$ cat config.mk
export PLATFORM = sky130hd
export DESIGN_NAME = one_wire_bus_master_top
export DESIGN_NICKNAME = d
export VERILOG_FILES = /design/src/hdl/owbm_pkg.sv /design/src/hdl/one_wire_bus_master_top.sv /design/src/hdl/owbm_regs.sv /design/src/hdl/owbm_core.sv
export SDC_FILE = /design/constraint.sdc
export NUM_CORES = 1
export LEC_CHECK = 0
export ABC_AREA = 0
export BUFFER_PORTS_ARGS = -buffer_cell sky130_fd_sc_hd__buf_2
export CORE_MARGIN = 5
export CORE_UTILIZATION = 50
export CTS_BUF_LIST = sky130_fd_sc_hd__clkbuf_4
export CTS_CLUSTER_SIZE = 12
export DETAILED_ROUTE_END_ITERATION = 6
export PLACE_DENSITY_LB_ADDON = 0.1
export SYNTH_ARGS = -nofsm -noshare
export SYNTH_HDL_FRONTEND = slang
export SYNTH_SLANG_ARGS = --single-unit
$ cat constraint.sdc
create_clock -name clock -period 10 [get_ports clock]
set_input_delay 2 -clock clock [delete_from_list [all_inputs] [get_ports clock]]
set_output_delay 2 -clock clock [all_outputs]
set_load 0.1 [all_outputs]
$ cat src/hdl/owbm_pkg.sv
// Shared types and constants for the single-wire bus master.
package owbm_pkg;

   localparam int TICK_W = 10;
   localparam int NUM_REGS = 8;
   localparam int REG_IDX_W = 3;

   localparam logic [1:0] CMD_TICK  = 2'd0;
   localparam logic [1:0] CMD_RESET = 2'd1;
   localparam logic [1:0] CMD_WRITE = 2'd2;
   localparam logic [1:0] CMD_READ  = 2'd3;

   localparam logic [3:0] PH_IDLE     = 4'd0;
   localparam logic [3:0] PH_RST_LOW  = 4'd1;
   localparam logic [3:0] PH_RST_WAIT = 4'd2;
   localparam logic [3:0] PH_RST_REC  = 4'd3;
   localparam logic [3:0] PH_WR_LOW   = 4'd4;
   localparam logic [3:0] PH_WR_HOLD  = 4'd5;
   localparam logic [3:0] PH_RD_LOW   = 4'd6;
   localparam logic [3:0] PH_RD_WAIT  = 4'd7;
   localparam logic [3:0] PH_RD_REC   = 4'd8;

   localparam logic [2:0] REG_RESET_LOW    = 3'd0;
   localparam logic [2:0] REG_PRESENCE     = 3'd1;
   localparam logic [2:0] REG_RESET_REC    = 3'd2;
   localparam logic [2:0] REG_WRITE_LOW    = 3'd3;
   localparam logic [2:0] REG_WRITE_HOLD   = 3'd4;
   localparam logic [2:0] REG_READ_LOW     = 3'd5;
   localparam logic [2:0] REG_READ_SAMPLE  = 3'd6;
   localparam logic [2:0] REG_READ_REC     = 3'd7;

   localparam logic [9:0] RST_RESET_LOW   = 10'd500;
   localparam logic [9:0] RST_PRESENCE    = 10'd70;
   localparam logic [9:0] RST_RESET_REC   = 10'd500;
   localparam logic [9:0] RST_WRITE_LOW   = 10'd10;
   localparam logic [9:0] RST_WRITE_HOLD  = 10'd50;
   localparam logic [9:0] RST_READ_LOW    = 10'd5;
   localparam logic [9:0] RST_READ_SAMPLE = 10'd5;
   localparam logic [9:0] RST_READ_REC    = 10'd50;

   localparam logic [7:0] BIT_ONE = 8'h01;

   typedef logic [NUM_REGS-1:0][TICK_W-1:0] tick_regs_type;

   typedef struct packed {
      logic [1:0] cmd;
      logic [7:0] data_byte;
      logic       line_in;
   } req_type;

   typedef struct packed {
      logic       pull_low;
      logic       busy_res;
      logic       done_res;
      logic       no_device;
      logic [7:0] read_data;
   } rsp_type;

endpackage

$ cat src/hdl/one_wire_bus_master_top.sv
// Top level of the single-wire bus master: request and response registers around the sequencer.
// A request is held in the request register, then its result in the response register.
// Throughput: one request per cycle unless stalled; each request is one sequencer tick.
// req_stall rises only while the request register is full and the response is stalled.
// Reset (synchronous, active high) clears both handshake registers, idles the sequencer,
// sets no_device to 1 and loads the default timing registers.
module one_wire_bus_master_top
   import owbm_pkg::*;
(
   input  logic                 clock,
   input  logic                 reset,
   input  logic                 req_valid,
   output logic                 req_stall,
   input  req_type              req_data,
   output logic                 rsp_valid,
   input  logic                 rsp_stall,
   output rsp_type              rsp_data,
   input  logic                 csr_we,
   input  logic [REG_IDX_W-1:0] csr_addr,
   input  logic [TICK_W-1:0]    csr_wdata
);

   logic          in_valid_ff;
   req_type       in_ff;
   logic          rsp_valid_ff;
   rsp_type       rsp_ff;
   logic          advance;
   tick_regs_type regs;
   rsp_type       step_result;

   assign advance   = in_valid_ff && !(rsp_valid_ff && rsp_stall);
   assign req_stall = in_valid_ff && rsp_valid_ff && rsp_stall;

   owbm_regs u_regs (
      .clock     (clock),
      .reset     (reset),
      .csr_we    (csr_we),
      .csr_addr  (csr_addr),
      .csr_wdata (csr_wdata),
      .regs      (regs)
   );

   owbm_core u_core (
      .clock  (clock),
      .reset  (reset),
      .en     (advance),
      .item   (in_ff),
      .regs   (regs),
      .result (step_result)
   );

   always_ff @(posedge clock) begin
      if (reset) begin
         in_valid_ff <= 1'b0;
      end else if (req_valid && !req_stall) begin
         in_valid_ff <= 1'b1;
      end else if (advance) begin
         in_valid_ff <= 1'b0;
      end
   end

   always_ff @(posedge clock) begin
      if (req_valid && !req_stall) begin
         in_ff <= req_data;
      end
   end

   always_ff @(posedge clock) begin
      if (reset) begin
         rsp_valid_ff <= 1'b0;
      end else if (advance) begin
         rsp_valid_ff <= 1'b1;
      end else if (!rsp_stall) begin
         rsp_valid_ff <= 1'b0;
      end
   end

   always_ff @(posedge clock) begin
      if (advance) begin
         rsp_ff <= step_result;
      end
   end

   assign rsp_valid = rsp_valid_ff;
   assign rsp_data  = rsp_ff;

endmodule

$ cat src/hdl/owbm_regs.sv
// Timing configuration registers of the single-wire bus master.
module owbm_regs
   import owbm_pkg::*;
(
   input  logic                 clock,
   input  logic                 reset,
   input  logic                 csr_we,
   input  logic [REG_IDX_W-1:0] csr_addr,
   input  logic [TICK_W-1:0]    csr_wdata,
   output tick_regs_type        regs
);

   tick_regs_type regs_ff;

   always_ff @(posedge clock) begin
      if (reset) begin
         regs_ff[REG_RESET_LOW]   <= RST_RESET_LOW;
         regs_ff[REG_PRESENCE]    <= RST_PRESENCE;
         regs_ff[REG_RESET_REC]   <= RST_RESET_REC;
         regs_ff[REG_WRITE_LOW]   <= RST_WRITE_LOW;
         regs_ff[REG_WRITE_HOLD]  <= RST_WRITE_HOLD;
         regs_ff[REG_READ_LOW]    <= RST_READ_LOW;
         regs_ff[REG_READ_SAMPLE] <= RST_READ_SAMPLE;
         regs_ff[REG_READ_REC]    <= RST_READ_REC;
      end else if (csr_we) begin
         regs_ff[csr_addr] <= csr_wdata;
      end
   end

   assign regs = regs_ff;

endmodule

$ cat src/hdl/owbm_core.sv
// Bus sequencer state and per-tick next-state logic.
module owbm_core
   import owbm_pkg::*;
(
   input  logic          clock,
   input  logic          reset,
   input  logic          en,
   input  req_type       item,
   input  tick_regs_type regs,
   output rsp_type       result
);

   logic [3:0]        phase_ff, phase_in;
   logic [TICK_W-1:0] tick_count_ff, tick_count_in;
   logic [2:0]        bit_index_ff, bit_index_in;
   logic [7:0]        send_shift_ff, send_shift_in;
   logic [7:0]        recv_shift_ff, recv_shift_in;
   logic              presence_ff, presence_in;

   logic [TICK_W-1:0] cur_len;
   logic [2:0]        len_idx;
   logic              pull;
   logic              done;

   assign len_idx = 3'(phase_ff - 4'd1);
   assign cur_len = regs[len_idx];

   always_comb begin
      phase_in      = phase_ff;
      tick_count_in = tick_count_ff;
      bit_index_in  = bit_index_ff;
      send_shift_in = send_shift_ff;
      recv_shift_in = recv_shift_ff;
      presence_in   = presence_ff;
      pull          = 1'b0;
      done          = 1'b0;

      if (phase_ff == PH_IDLE && item.cmd != CMD_TICK) begin
         tick_count_in = '0;
         bit_index_in  = '0;
         case (item.cmd)
            CMD_RESET: begin
               phase_in = PH_RST_LOW;
            end
            CMD_WRITE: begin
               send_shift_in = item.data_byte;
               phase_in      = PH_WR_LOW;
            end
            default: begin
               recv_shift_in = '0;
               phase_in      = PH_RD_LOW;
            end
         endcase
      end

      if (phase_in != PH_IDLE) begin
         if (phase_in inside {PH_RST_LOW, PH_WR_LOW, PH_RD_LOW}) begin
            pull = 1'b1;
         end else if (phase_in == PH_WR_HOLD) begin
            pull = ~send_shift_in[bit_index_in];
         end
         tick_count_in = tick_count_in + 1'b1;
         if (tick_count_in >= regs[3'(phase_in - 4'd1)]) begin
            tick_count_in = '0;
            case (phase_in)
               PH_RST_LOW:  phase_in = PH_RST_WAIT;
               PH_RST_WAIT: begin
                  presence_in = item.line_in;
                  phase_in    = PH_RST_REC;
               end
               PH_RST_REC: begin
                  phase_in = PH_IDLE;
                  done     = 1'b1;
               end
               PH_WR_LOW:   phase_in = PH_WR_HOLD;
               PH_RD_LOW:   phase_in = PH_RD_WAIT;
               PH_RD_WAIT: begin
                  if (item.line_in) begin
                     recv_shift_in = recv_shift_in | (BIT_ONE << bit_index_in);
                  end
                  phase_in = PH_RD_REC;
               end
               PH_WR_HOLD, PH_RD_REC: begin
                  if (bit_index_in == 3'd7) begin
                     bit_index_in = '0;
                     phase_in     = PH_IDLE;
                     done         = 1'b1;
                  end else begin
                     bit_index_in = bit_index_in + 3'd1;
                     phase_in     = (phase_in == PH_WR_HOLD) ? PH_WR_LOW : PH_RD_LOW;
                  end
               end
               default:     phase_in = PH_IDLE;
            endcase
         end
      end
   end

   always_ff @(posedge clock) begin
      if (reset) begin
         phase_ff      <= PH_IDLE;
         tick_count_ff <= '0;
         bit_index_ff  <= '0;
         send_shift_ff <= '0;
         recv_shift_ff <= '0;
         presence_ff   <= 1'b1;
      end else if (en) begin
         phase_ff      <= phase_in;
         tick_count_ff <= tick_count_in;
         bit_index_ff  <= bit_index_in;
         send_shift_ff <= send_shift_in;
         recv_shift_ff <= recv_shift_in;
         presence_ff   <= presence_in;
      end
   end

   assign result.pull_low  = pull;
   assign result.busy_res  = (phase_in != PH_IDLE);
   assign result.done_res  = done;
   assign result.no_device = presence_in;
   assign result.read_data = recv_shift_in;

   a_idle_clean: assert property (@(posedge clock) disable iff (reset)
      phase_ff == PH_IDLE |-> (bit_index_ff == '0 && tick_count_ff == '0))
      else $error("idle with live slot counters");

   a_tick_bound: assert property (@(posedge clock) disable iff (reset)
      (phase_ff != PH_IDLE && cur_len != '0) |-> tick_count_ff < cur_len)
      else $error("tick count past phase length");

   a_done_idle: assert property (@(posedge clock) disable iff (reset)
      (en && done) |=> phase_ff == PH_IDLE)
      else $error("done without returning to idle");

endmodule

Word level (Yosys, flattened, before mapping)
Cells that the tools add are included.
{"block": "totals", "regBits": 139, "inputBits": 29}
{"block": "classes", "addsub": 3, "reduce_logical": 18, "n_bitwise": 2, "mux": 41, "n_shift": 1, "n_lt_le_gt_ge": 5, "eq_ne": 12}
{"cell": "80-bit bitwise mux", "count": 1}
{"cell": "8-bit 2-to-1 mux", "count": 8}
{"cell": "10-bit 2-to-1 mux", "count": 5}
{"cell": "10-bit binary-select mux with 3-bit select", "count": 1}
{"cell": "10-bit demux with 3-bit select", "count": 1}
{"cell": "4-bit one-hot mux with 6 select lines", "count": 1}
{"cell": "4-bit by 3-bit == test with 1-bit output, second input constant", "count": 4}
{"cell": "4-bit 2-to-1 mux", "count": 4}
{"cell": "3-bit 2-to-1 mux", "count": 5}
{"cell": "3-bit by 4-bit < comparator with 1-bit output, second input constant", "count": 3}
{"cell": "1-bit 2-to-1 mux", "count": 11}
{"cell": "10-bit by 1-bit adder with 10-bit output, second input constant", "count": 1}
{"cell": "10-bit >= comparator", "count": 1}
{"cell": "4-bit by 2-bit == test with 1-bit output, second input constant", "count": 2}
{"cell": "8-bit bitwise OR", "count": 1}
{"cell": "4-bit nonzero test", "count": 2}
{"cell": "1-bit by 3-bit << shifter with 8-bit output, first input constant", "count": 1}
{"cell": "1-bit logical AND", "count": 7}
{"cell": "3-bit one-hot mux with 2 select lines", "count": 1}
{"cell": "4-bit by 1-bit == test with 1-bit output, second input constant", "count": 1}
{"cell": "4-bit == test, second input constant", "count": 1}
{"cell": "4-bit logical NOT", "count": 1}
{"cell": "2-bit nonzero test", "count": 2}
{"cell": "2-bit OR reduction", "count": 2}
{"cell": "14 further kinds", "count": 15}

Longest topological paths before layout
Gate-level depths: netlist of run 1.
{"block": "logic_depth", "ltp_word": 10, "ltp_mapped": 19, "depth_no_buf": 16}

Modules after synthesis
From an unflattened synthesis of run 1, not the netlist that was laid out.
{"block": "hier_totals", "hier_cells": 667, "area_unflattened_um2": 7076.8}
{"module": "owbm_regs", "cells_each": 295, "seq_area_each_um2": 1601.5, "area_per_inst_um2": 3165.5, "instances": 1}
{"module": "owbm_core", "cells_each": 339, "seq_area_each_um2": 680.7, "area_per_inst_um2": 3134.3, "instances": 1}
{"module": "one_wire_bus_master_top", "cells_each": 33, "seq_area_each_um2": 730.7, "area_per_inst_um2": 777.0, "instances": 1}

Worst setup path before layout of run 1
No wires, ideal clock.
{"block": "synth_timing", "kind": "input -> output", "from": "input port rsp_stall", "to": "output port req_stall", "arrival_time_ns": 2.811, "cell_stages": 1, "required_ns": 8.000, "path_buffers": 0, "path_slack_ns": 5.189, "cell_sequence": "and3_1"}
{"block": "synth_between", "elab_chain_len": 1}
{"item": "from (decl)", "line": "one_wire_bus_master_top.sv:16", "rtl": "input logic rsp_stall,"}
{"item": "1-bit logical AND", "line": "one_wire_bus_master_top.sv:32", "rtl": "assign req_stall = in_valid_ff && rsp_valid_ff && rsp_stall;"}
{"item": "to (decl)", "line": "one_wire_bus_master_top.sv:13", "rtl": "output logic req_stall,"}
Every way passes these cells.

==> out/results.tsv, run 1 <==
metric	value	unit
outcome	complete, no violations	
worst hold slack	446	ps
layout cells sized above 1	15.4	%
Ports	43	
input/output buffers	42	
diode count	0	
dominant cell type by area after synthesis	dfxtp_1	
measured slew at the worst slew-check pin	1090	ps
Rel. slew slack	27.2	%
Setup-failing EPs final	0	
vias per cell	5.78	
max-cap viol count	0	
FF/Latch Area	3010	um2
Num CTS Buffers	17	
Crit Path Category	reg -> reg	
Die ar.	15500	um2
Layout Skew	17.4	ps
crit path launch	in_ff[9]	
Post-synth EDFFs	23	
largest cells by area after synthesis	dfxtp_1 35%, edfxtp_1 11%, nand2_1 9.7%	
core area	12700	um2
commonest non-fill, non-tap cell in the layout	nand2_1	
area of the multi-input gates	3300	um2
Setup TNS	0	ps
Synth cell types	58	
gr usage total	20.9	%
Reg2Reg Launch Point	in_ff[9]	
fmax	188	MHz
Hold Crit Start	u_core.recv_shift_ff[6]	
vias in the first global route	5057	
placed inst area	6840	um2
Clock Path Buffers	2	
post-synthesis sequential area ratio	45.9	%
WL/cell	17.5	um
fin crit period	5320	ps
Post-CTS Setup Bufs	0	
via count	5307	
pins over their slew limit	0	
Die Width	125	um
cell area after layout	7110	um2
Placer Congestion	0.856	
metal2 WL	7790	um
global-route wire length before repair	26000	um
DRT antenna net count	0	
Worst VDD drop	76.6	uV
top sig layer	met4	
placed insts	886	
total grt overflow	0	
DR DRC count	0	
clock sink count	139	
Worst setup SP type	register	
Rows	41	
ys async rst share	0	%
worst path arrival time	5610	ps
PD cells	163	nW/um2
CTS tree	yes	
WP data required	10290	ps
Detailed Route Iter0 Violations	556	
detailed placement HPWL	10900	um
RSZ-0062 raised after global routing	false	
Worst Hold Class	reg -> reg	
Avg Cell Area, Syn	9.26	um2
YS warnings	0	
drt total wl	16100	um
endpoint class of the critical path	register	
M1 WL	7010	um
Yosys top cell area share	35.4	%
antenna violations before repair	0	
crit path max fanout	24	
ys flop type	dfxtp_1	
Syn Inst Count	709	
final worst-path cycle share	53.2	%
initial core utilization	51.6	%
Layout area overhead	8.35	%
FILL cells	1169	
synthesized net count	760	
Root Driver	clkbuf_4	
CTS resizes	0	
largest net degree at the start of global routing	48	
htree depth	4	
leakage	2.81	nW
Final Non-Filler Cells	918	
Reg clk slew, reported paths	100	ps
DRT Pass-1 Iters	5	
synthesized area	6560	um2
most frequent cells in the layout	169 x nand2_1, 116 x dfxtp_1, 59 x a21oi_1	
DIE HEIGHT	125	um
Final Hold Vio Count	0	
met3 wire length	960	um
hold buffer count at cts	0	
Final #Nets	784	
worst skew pair latency	550	ps
post-synthesis register bit count	139	
==> layer usage <==
metal | up-vias | GRT usage [%]
li1 | 2559 | -
met4 | 0 | 8.70
met3 | 29 | 4.55
met2 | 174 | 34.4
met1 | 2545 | 26.7
met5 | - | 0
==> final timing paths <==
check	endpoint	slack, ps	cells after the start
setup reg to reg	rsp_data[8]	4680	16
hold / removal	u_core.recv_shift_ff[6]	450	2
hold reg to reg	u_core.recv_shift_ff[6]	450	2
setup / recovery	rsp_data[8]	4680	16
==> cells by family after synthesis <==
family	share of synthesized area (%)
multiplexers	12.4
XOR/XNOR	1.20
adder cells (fa/ha/maj)	4.19
AND/OR/NAND/NOR	20.6
flip-flops	45.9
AO/OA/AOI/OAI	11.7
buffers and inverters	3.95
==> power breakdown <==
| part | leakage, nW | total [W] | internal [W] | switching (W) |
|---|---|---|---|---|
| Combinational | 1.50 | 0.000209 | 0.0000806 | 0.000128 |
| Sequential | 1.16 | 0.000595 | 0.000584 | 0.0000108 |
| Clock | 0.151 | 0.000354 | 0.000162 | 0.000192 |
| Total | 2.81 | 0.00116 | 0.000827 | 0.000331 |
==> cell usage after synthesis (5+ instances only) <==
master,instances
dfxtp_1,116
edfxtp_1,23
ha_1,22
mux4_2,20
nor2b_1,5
nand2b_1,5
and3_1,8
clkbuf_1,23
buf_2,5
nand2_1,169
clkbuf_2,10
o21ai_0,8
nor3_1,13
a22o_1,14
inv_1,13
nor2_1,45
or3_1,5
nand3_1,32
nand4_1,7
a21oi_1,59
a32o_1,6
a211oi_1,6
mux2i_1,32
xor2_1,7
==> state kept, by name, indices dropped and copies added, names as in the netlist <==
| register | count |
|---|---|
| rsp_valid | 1 |
| u_core.presence_ff | 1 |
| in_ff | 11 |
| u_regs.regs | 80 |
| u_core.tick_count_ff | 10 |
| u_core.recv_shift_ff | 8 |
| u_core.send_shift_ff | 8 |
| u_core.bit_index_ff | 3 |
| in_valid_ff | 1 |
| rsp_data | 12 |
| u_core.phase_ff | 4 |
==> area by class of cell <==
type,count,share of cell area [%]
clock buffer,23,2.43
clock inverter,9,1.37
inverter,14,0.739
multi-input combinational,513,46.5
sequential,139,42.4
tap,172,3.03
timing repair buffer,48,3.59
==> stage by stage <==
| stage | total power [W] | util [%] | setup slack (ps) |
|---|---|---|---|
| after floorplan | 0.000764 | - | 5190 |
| after global placement | 0.000810 | 53.8 | 4830 |
| after detailed placement | 0.000815 | 53.8 | 4760 |
| after CTS | 0.00117 | 55.9 | 4720 |
| after global routing | 0.00122 | 55.9 | 4300 |
| final | 0.00116 | 55.9 | 4680 |
==> critical path: stages (launching register included) <==
cell	delay, ps
edfxtp_1	430
inv_1	100
ha_1	340
nor3_1	150
a31oi_4	200
buf_4	410
inv_1	90
ha_1	890
mux4_2	410
mux2_2	280
ha_1	260
nand2b_1	90
a211oi_1	80
nor3_1	410
nor2_1	210
nor4_1	340
mux2_2	370
(Power assumes the default switching activity.)
==> run 2: changes to the inputs <==
==> constraint.sdc (replaced) <==
create_clock -name clock -period 5.41 [get_ports clock]
set_input_delay 1.082 -clock clock [delete_from_list [all_inputs] [get_ports clock]]
set_output_delay 1.082 -clock clock [all_outputs]
set_load 0.1 [all_outputs]
==> run 2 against run 1 <==
Die area unchanged. Hold slack improved by 2.7 ps. Wire length about the same. Maximum frequency increased by 12%. Critical path depth is the same. Largest cell class unchanged.
==> out/results.tsv, run 2 (synthesis gave the netlist of run 1 again) <==
metric	value	unit	change
worst path arrival time	5260	ps	was 5610 ps
layout cells sized above 1	15.7	%	was 15.4%
htree depth	4		unchanged
Post-CTS Setup Bufs	0		unchanged
hold buffer count at cts	0		unchanged
max-cap viol count	0		unchanged
initial core utilization	51.6	%	unchanged
endpoint class of the critical path	register		unchanged
global-route wire length before repair	26400	um	was 26000 um
Clock Path Buffers	2		unchanged
hold path cells	2		unchanged
WP data required	5910	ps	was 10290 ps
Worst VDD drop	165	uV	was 76.6 uV
DRT Pass-1 Iters	5		unchanged
measured slew at the worst slew-check pin	1150	ps	was 1090 ps
most frequent cells in the layout	169 x nand2_1, 116 x dfxtp_1, 59 x a21oi_1		unchanged
Die Width	125	um	unchanged
Die ar.	15500	um2	unchanged
Worst setup SP type	register		unchanged
Post-Place Worst Slack	714	ps	was 4760 ps
R2R setup slack	640	ps	was 4680 ps
RSZ-0062 raised after global routing	false		unchanged
leakage	2.81	nW	about the same
Setup-failing EPs final	0		unchanged
crit path max fanout	11		was 24
CTS resizes	0		unchanged
core area	12700	um2	unchanged
input/output buffers	42		unchanged
fmax	210	MHz	was 188 MHz
final worst-path cycle share	88.1	%	was 53.2%
Flop pwr share	51.5	%	was 51.4%
CTS tree	yes		unchanged
outcome	complete, no violations		unchanged
Setup TNS	0	ps	unchanged
pins over their slew limit	0		unchanged
PD cells	300	nW/um2	was 163 nW/um2
placed inst area	6850	um2	was 6840 um2
Layout area overhead	8.47	%	was 8.35%
commonest non-fill, non-tap cell in the layout	nand2_1		unchanged
Rel. slew slack	23.3	%	was 27.2%
max FFs per register	80		unchanged
Num CTS Buffers	17		unchanged
via count	5273		was 5307
Final #Nets	785		was 784
Detailed Route Iter0 Violations	383		was 556
fin crit period	4770	ps	was 5320 ps
largest net degree at the start of global routing	40		was 48
Worst Hold Class	reg -> reg		unchanged
P_int	0.00151	W	was 0.000827 W
Rows	41		unchanged
Placer Congestion	0.885		was 0.856
Reg clk slew, reported paths	110	ps	was 100 ps
WL/cell	17.5	um	about the same
Ports	43		unchanged
DIE HEIGHT	125	um	unchanged
placed insts	887		was 886
Crit Path Category	reg -> reg		unchanged
final core occ	56.0	%	was 55.9%
setup ws final	644	ps	was 4680 ps
drt total wl	16100	um	about the same
vias in the first global route	5216		was 5057
worst skew pair latency	560	ps	was 550 ps
gr usage total	21.3	%	was 20.9%
DRT antenna net count	0		unchanged
total grt overflow	0		unchanged
Root Driver	clkbuf_4		unchanged
Combinational Power Share	18.0	%	was 18.1%
switching portion of total power	29.3	%	was 28.6%
cell area after layout	7120	um2	was 7110 um2
Reg2Reg Depth	16		unchanged
detailed placement HPWL	11100	um	was 10900 um
FILL cells	1213		was 1169
Final Non-Filler Cells	920		was 918
Clk pwr share	30.5	%	was 30.6%
NetSw	0.000626	W	was 0.000331 W
antenna violations before repair	1		was 0
clock sink count	139		unchanged
Final Hold Vio Count	0		unchanged
vias per cell	5.73		was 5.78
Layout Skew	14.4	ps	was 17.4 ps
DR DRC count	0		unchanged
run 2: cell count changes in the layout (fill, tap and decap cells not counted):
cell      delta
clkbuf_4     -4
clkinv_2     +2
inv_4        +2
buf_4        +1
clkinv_1     -1
clkinv_4     +1
diode_2      +1
run 2: routing by layer:
layer,wire length (um),up-vias,track usage (%)
met1,6850,2508,26.7
li1,-,2553,-
met3,889,43,4.85
met2,7800,169,34.4
met4,567,0,10.7
met5,0,-,0
run 2: worst paths after layout:
| check | start | to |
|---|---|---|
| max | in_ff[9] | u_core.tick_count_ff[9] |
| min | u_core.recv_shift_ff[4] | u_core.recv_shift_ff[4] |
| min reg2reg | u_core.recv_shift_ff[4] | u_core.recv_shift_ff[4] |
| max reg2reg | in_ff[9] | u_core.tick_count_ff[9] |
run 2: through the flow:
step / hold WS (ps) / power, W
floorplan: 414 / 0.00141
CTS: 447 / 0.00215
global route: 480 / 0.00223
global placement: 426 / 0.00150
detailed placement: 431 / 0.00151
finish: 449 / 0.00214
run 2: critical path, cell delays in order, from the launching register on:
cell and delay, ps:
edfxtp_1 390, inv_1 70, ha_1 300, or3_4 380
nor3_1 190, nor2_1 80, ha_1 630, buf_4 300
mux4_2 300, mux2i_1 150, ha_1 270, a21oi_1 150
a211oi_1 90, or3_1 400, nor2_1 350, and3_1 450
a22o_1 180
run 2: cell type report:
class	instances	area, um2	area share, %
repair buffers	49	263	3.69
clock buffers	19	143	2.00
flip-flops and latches	139	3010	42.3
diodes	1	2.50	0.0352
multi-input cells	513	3300	46.4
clock inverters	13	125	1.76
inverters	14	52.6	0.738
well taps	172	215	3.02
run 2: power groups by stage:
stage	combinational [W]	sequential [W]	clock, W
detailed placement	0.000384	0.00112	0
finish	0.000385	0.00110	0.000652
floorplan	0.000272	0.00114	0
global route	0.000417	0.00110	0.000711
global placement	0.000377	0.00112	0
CTS	0.000385	0.00110	0.000667
